===== src/hw/rtl/epg_pkg.sv =====
// Shared types and constants for the ellipse point generator.
package epg_pkg;

  localparam int CORDIC_STEPS = 16;
  localparam int CORDIC_W     = 32;
  localparam int COMP_W       = 16;
  localparam int REG_W        = 48;
  localparam int OUT_W        = 18;
  localparam int AXES         = 3;
  localparam int CFG_ADDR_W   = 2;

  // Gain-compensated start value of the rotation, Q2.30.
  localparam logic signed [CORDIC_W-1:0] CORDIC_X0 = 32'sd652032874;

  // Arctangent of 2^-i in units of 2^-32 turn.
  localparam logic signed [CORDIC_W-1:0] ATAN_TURNS [CORDIC_STEPS] = '{
    32'sd536870912, 32'sd316933406, 32'sd167458907, 32'sd85004756,
    32'sd42667331,  32'sd21354465,  32'sd10679838,  32'sd5340245,
    32'sd2670163,   32'sd1335087,   32'sd667544,    32'sd333772,
    32'sd166886,    32'sd83443,     32'sd41721,     32'sd20860
  };

  localparam logic [CFG_ADDR_W-1:0] REG_MAJOR  = 2'd0;
  localparam logic [CFG_ADDR_W-1:0] REG_MINOR  = 2'd1;
  localparam logic [CFG_ADDR_W-1:0] REG_CENTER = 2'd2;

  localparam logic [REG_W-1:0] MAJOR_RESET  = 48'd4096;
  localparam logic [REG_W-1:0] MINOR_RESET  = 48'd268435456;
  localparam logic [REG_W-1:0] CENTER_RESET = 48'd0;

  typedef enum logic [1:0] {
    QUAD_FIRST,
    QUAD_SECOND,
    QUAD_THIRD,
    QUAD_FOURTH
  } quadrant_t;

  typedef struct packed {
    logic signed [CORDIC_W-1:0] x;
    logic signed [CORDIC_W-1:0] y;
    logic signed [CORDIC_W-1:0] z;
    quadrant_t                  quad;
  } cordic_word_t;

endpackage


===== src/hw/rtl/epg_cordic_cell.sv =====
// One CORDIC rotation step with its own pipeline register and handshake.
module epg_cordic_cell #(
  parameter int STEP = 0
) (
  input  logic                  clk,
  input  logic                  rst,
  input  logic                  up_valid,
  output logic                  up_ready,
  input  epg_pkg::cordic_word_t up_word,
  output logic                  valid,
  input  logic                  down_ready,
  output epg_pkg::cordic_word_t word
);
  import epg_pkg::*;

  localparam logic [3:0] STEP_IDX = 4'(STEP);

  cordic_word_t word_next;
  logic signed [CORDIC_W-1:0] dx;
  logic signed [CORDIC_W-1:0] dy;

  assign up_ready = !valid || down_ready;

  always_comb begin
    dx        = up_word.y >>> STEP;
    dy        = up_word.x >>> STEP;
    word_next = up_word;
    if (!up_word.z[CORDIC_W-1]) begin
      word_next.x = up_word.x - dx;
      word_next.y = up_word.y + dy;
      word_next.z = up_word.z - ATAN_TURNS[STEP_IDX];
    end else begin
      word_next.x = up_word.x + dx;
      word_next.y = up_word.y - dy;
      word_next.z = up_word.z + ATAN_TURNS[STEP_IDX];
    end
  end

  always_ff @(posedge clk) begin
    if (rst) begin
      valid <= 1'b0;
    end else if (up_ready) begin
      valid <= up_valid;
    end
  end

  always_ff @(posedge clk) begin
    if (up_valid && up_ready) begin
      word <= word_next;
    end
  end

endmodule


===== config.mk =====
export PLATFORM = sky130hd
export DESIGN_NAME = epg_cordic_cell
export DESIGN_NICKNAME = d
export VERILOG_FILES = /design/src/hw/rtl/epg_pkg.sv /design/src/hw/rtl/epg_cordic_cell.sv
export SDC_FILE = /design/constraint.sdc
export NUM_CORES = 1
export LEC_CHECK = 0
export BUFFER_PORTS_ARGS = -buffer_cell sky130_fd_sc_hd__buf_4
export CAP_MARGIN = 20
export CORE_UTILIZATION = 50
export DETAILED_ROUTE_END_ITERATION = 8
export GPL_ROUTABILITY_DRIVEN = 0
export GPL_TIMING_DRIVEN = 0
export PLACE_DENSITY = 0.78
export SYNTH_ARGS = -nofsm -noshare
export SYNTH_HDL_FRONTEND = slang
export SYNTH_SLANG_ARGS = --single-unit

===== constraint.sdc =====
create_clock -name clk -period 2.95 [get_ports clk]
set_clock_uncertainty 0.1 [all_clocks]
set_input_delay 0.295 -clock clk [delete_from_list [all_inputs] [get_ports clk]]
set_output_delay 0.295 -clock clk [all_outputs]
set_load 0.005 [all_outputs]

==> key figures <==
Placed design
  • I/O Buffers: between 200 and 250
  • DP Cell Count: around 1400
  • Post-detail-place hpwl: around 20000 um
  • Area post-placement: around 10000 sq um

STA
  • Tcrit/Tclk final: between 90% and 100%
  • WHS: between 0.015 and 0.02 ns
  • Crit path time final: 2.88 ns
  • Setup Viol. Count Final: 0
  • Rel. slew slack: about 45%
  • Worst-Margin Slew: just over 0.8 ns
  • TNS Setup: 0 ns
  • FMAX: between 300 and 400 MHz
  • Final Hold Viols: 0
  • Max Slew Vio Count: 0

Critical path
  • Critical Path End Type: flip-flop
  • CP required: between 2 and 3 ns
  • Element type at the critical path start: input port
  • Crit Path Max Fanout: 4
  • WS Path Type: input port to flip-flop
  • Crit path DAT: roughly 2.9 ns

Synth
  • Asr flop ratio synth: 0%
  • Main flop type after synthesis: edfxtp_1
  • Post-synthesis sequential area ratio: roughly a third
  • Synth Warn #: 0
  • Post-synth EDFFs: 97
  • Post-Synth Adder-Cell Area: between 10% and 20%
  • Post-Syn Area: approximately 8600 sq um
  • Synth Area in Compound Gates: 25.1%
  • Net count after synthesis: roughly 1100
  • Largest family of logic cells by synthesized area: compound AO/OA/AOI/OAI gates
  • Yosys reg bits: just under 100
  • Xor/xnor share of the synthesized area: between 5 and 6%
  • Post-synthesis cell count: about 950
  • Syn_area_per_cell: just over 9 sq um
  • Synth Area in Simple Gates: 12.5%
  • Mux cell area share after synthesis: less than 1%
  • Netlist cell types: 91

Power
  • P per Cell Area: about 440 nW/um^2
  • Logic pwr share: 37.6%
  • Maximum vdd drop: about 0.00028 V
  • LEAKAGE: between 4 and 5 nW
  • Flop pwr share: a little under two fifths
  • Total Power: between 0.004 and 0.005 W
  • Sw Share: between 30% and 40%
  • Cell Int Power: between 0.003 and 0.004 W
  • Clock Power Share: about a quarter
  • Net switching power: 0.00163 W

Final layout
  • FF+latch area: between 2000 and 3000 sq um
  • Most common cell after layout, fill and taps aside: buf_4
  • P&R area growth vs syn: 26.7%
  • Area of the multi-input gates: approximately 5200 sq um
  • Fill cells: 1412
  • Diodes inserted: 0
  • Nets: between 1000 and 1500
  • Post-Layout Cell Count: about 1400
  • Final instance area: 10900 sq um
  • Share of post-route cells with drive strength above 1: a little over a quarter
  • Commonest non-fill, non-tap cells in the layout: buf_4 (206), a21oi_1 (99), edfxtp_1 (97)

Route
  • DR vias: between 8000 and 9000
  • Routed Antenna Nets: 0
  • DRT Pass-1 Iters: 6
  • Vias per cell: around 5.9
  • DR DRC count: 0
  • WL per Instance: around 18 um
  • Initial DRC count: slightly below 1000
  • Overall routed net length: roughly 25000 um

Floorplan
  • Die height: roughly 130 um
  • Die X: 133 um
  • Std-Cell Rows: 47
  • Initial core utilization: 51.4%
  • Die Area: 17700 sq um
  • Num ports: 202
  • Core Area: approximately 17000 sq um

Global routing
  • Largest net degree at the start of global routing: a little over 50
  • Initial antenna violation count: 0
  • Vias in the first global route: between 7000 and 8000
  • First-pass GRT wire length: 39200 um
  • GRT Overall Usage: between 20% and 30%
  • Total gr overflow: 0

Clocking
  • Clk root buf: clkbuf_16
  • CTS Sinks: 98
  • Clk buf depth: 2
  • CTS H-Tree Depth: 3
  • Clock Latency Late Sink: around 0.35 ns
  • CTS tree: built
  • CTS clock-pin slew for the worst setup and hold paths: about 0.080 ns
  • TritonCTS Buffers: 9

Status
  • Status: completed

Flow run
  • MaxCap Viol Count: 0

Hold path
  • Worst min-delay path class: input port to flip-flop
logic make-up after synthesis:
family                     count (synthesis)
AOI/OAI and AO/OA                        314
and+or+nand+nor                          229
buffers and inverters                    144
adders and majority gates                 98
DFF                                       98
xor gates and xnor gates                  58
muxes                                      6
final timing paths:
check | start | endpoint | slack [ns] | depth (start not counted)
worst min-delay path | up_word[18] | word[18]$_DFFE_PP_ | 0.02 | 1
worst max-delay path | up_word[34] | word[62]$_DFFE_PP_ | 0.07 | 12
worst min register to register | valid$_SDFFE_PP0N_ | valid$_SDFFE_PP0N_ | 0.43 | 2
worst max register to register | valid$_SDFFE_PP0N_ | word[75]$_DFFE_PP_ | 1.18 | 3
registers in the layout (all words and copies together) (netlist names):
| name | count |
|---|---|
| word | 97 |
| valid | 1 |
area by class of cell:
type / instances / share of cell area [%]
inverters: 100 / 3.48
well taps: 220 / 2.53
repair buffers: 204 / 14.3
clock buffers: 9 / 2.07
multi-input cells: 705 / 47.9
clock inverters: 7 / 0.748
flip-flops and latches: 98 / 27.0
plain buffers: 44 / 2.06
Yosys cell counts (9+ instances only):
| cell type | number | area, sq um |
|---|---|---|
| edfxtp_1 | 97 | 2910 |
| a21o_1 | 26 | 195 |
| nand2b_1 | 10 | 62.6 |
| o21ai_0 | 52 | 260 |
| nand4_1 | 9 | 56.3 |
| nand2_1 | 56 | 210 |
| buf_2 | 15 | 75.1 |
| a21oi_1 | 100 | 500 |
| xnor2_1 | 51 | 447 |
| nor2_1 | 86 | 323 |
| nor3_1 | 19 | 95.1 |
| clkbuf_1 | 16 | 60.1 |
| o21bai_1 | 20 | 150 |
| ha_1 | 94 | 1180 |
| inv_1 | 95 | 357 |
| nand3_1 | 9 | 45.0 |
power by group through the flow:
stage / sequential, W / combinational, W / clock [W]
after global placement: 0.00182 / 0.00167 / 0
after CTS: 0.00179 / 0.00171 / 0.00119
final: 0.00179 / 0.00179 / 0.00117
after floorplan: 0.00184 / 0.00100 / 0
after detailed placement: 0.00183 / 0.00170 / 0
after global routing: 0.00181 / 0.00192 / 0.00123
per-stage QoR:
step	util (%)	setup slack, ns
2_1_floorplan	-	0.240
3_3_place_gp	62.1	-0.378
3_5_place_dp	62.3	-0.386
4_1_cts	64.2	0.00945
5_1_grt	65.1	-0.0153
6_report	65.1	0.0680
metal layers:
| metal | vias to the layer above | wire length, um | global-route usage (%) |
|---|---|---|---|
| met5 | - | 0 | 0 |
| met4 | 0 | 806 | 10.3 |
| met3 | 71 | 2620 | 4.60 |
| met2 | 512 | 11500 | 45.1 |
| met1 | 3791 | 10400 | 38.1 |
| li1 | 3804 | - | - |
worst max-delay path, stage by stage:
cell       delay [ns]
buf_4            0.12
inv_1            0.04
ha_1             0.22
fa_2             0.36
o21a_2           0.26
o311a_4          0.35
o21ai_4          0.23
a311oi_2         0.18
o31ai_2          0.39
a2111oi_2        0.12
a31oi_1          0.21
xnor2_1          0.10
timing repair:
item	in CTS	in global routing
hold buffers	1	0
resized for setup	2	29
endpoints found under the setup margin	3	17
hold endpoints to repair	1	0
buffers inserted	0	1
pin swaps	0	9
Power figures use the tool's default switching activity.
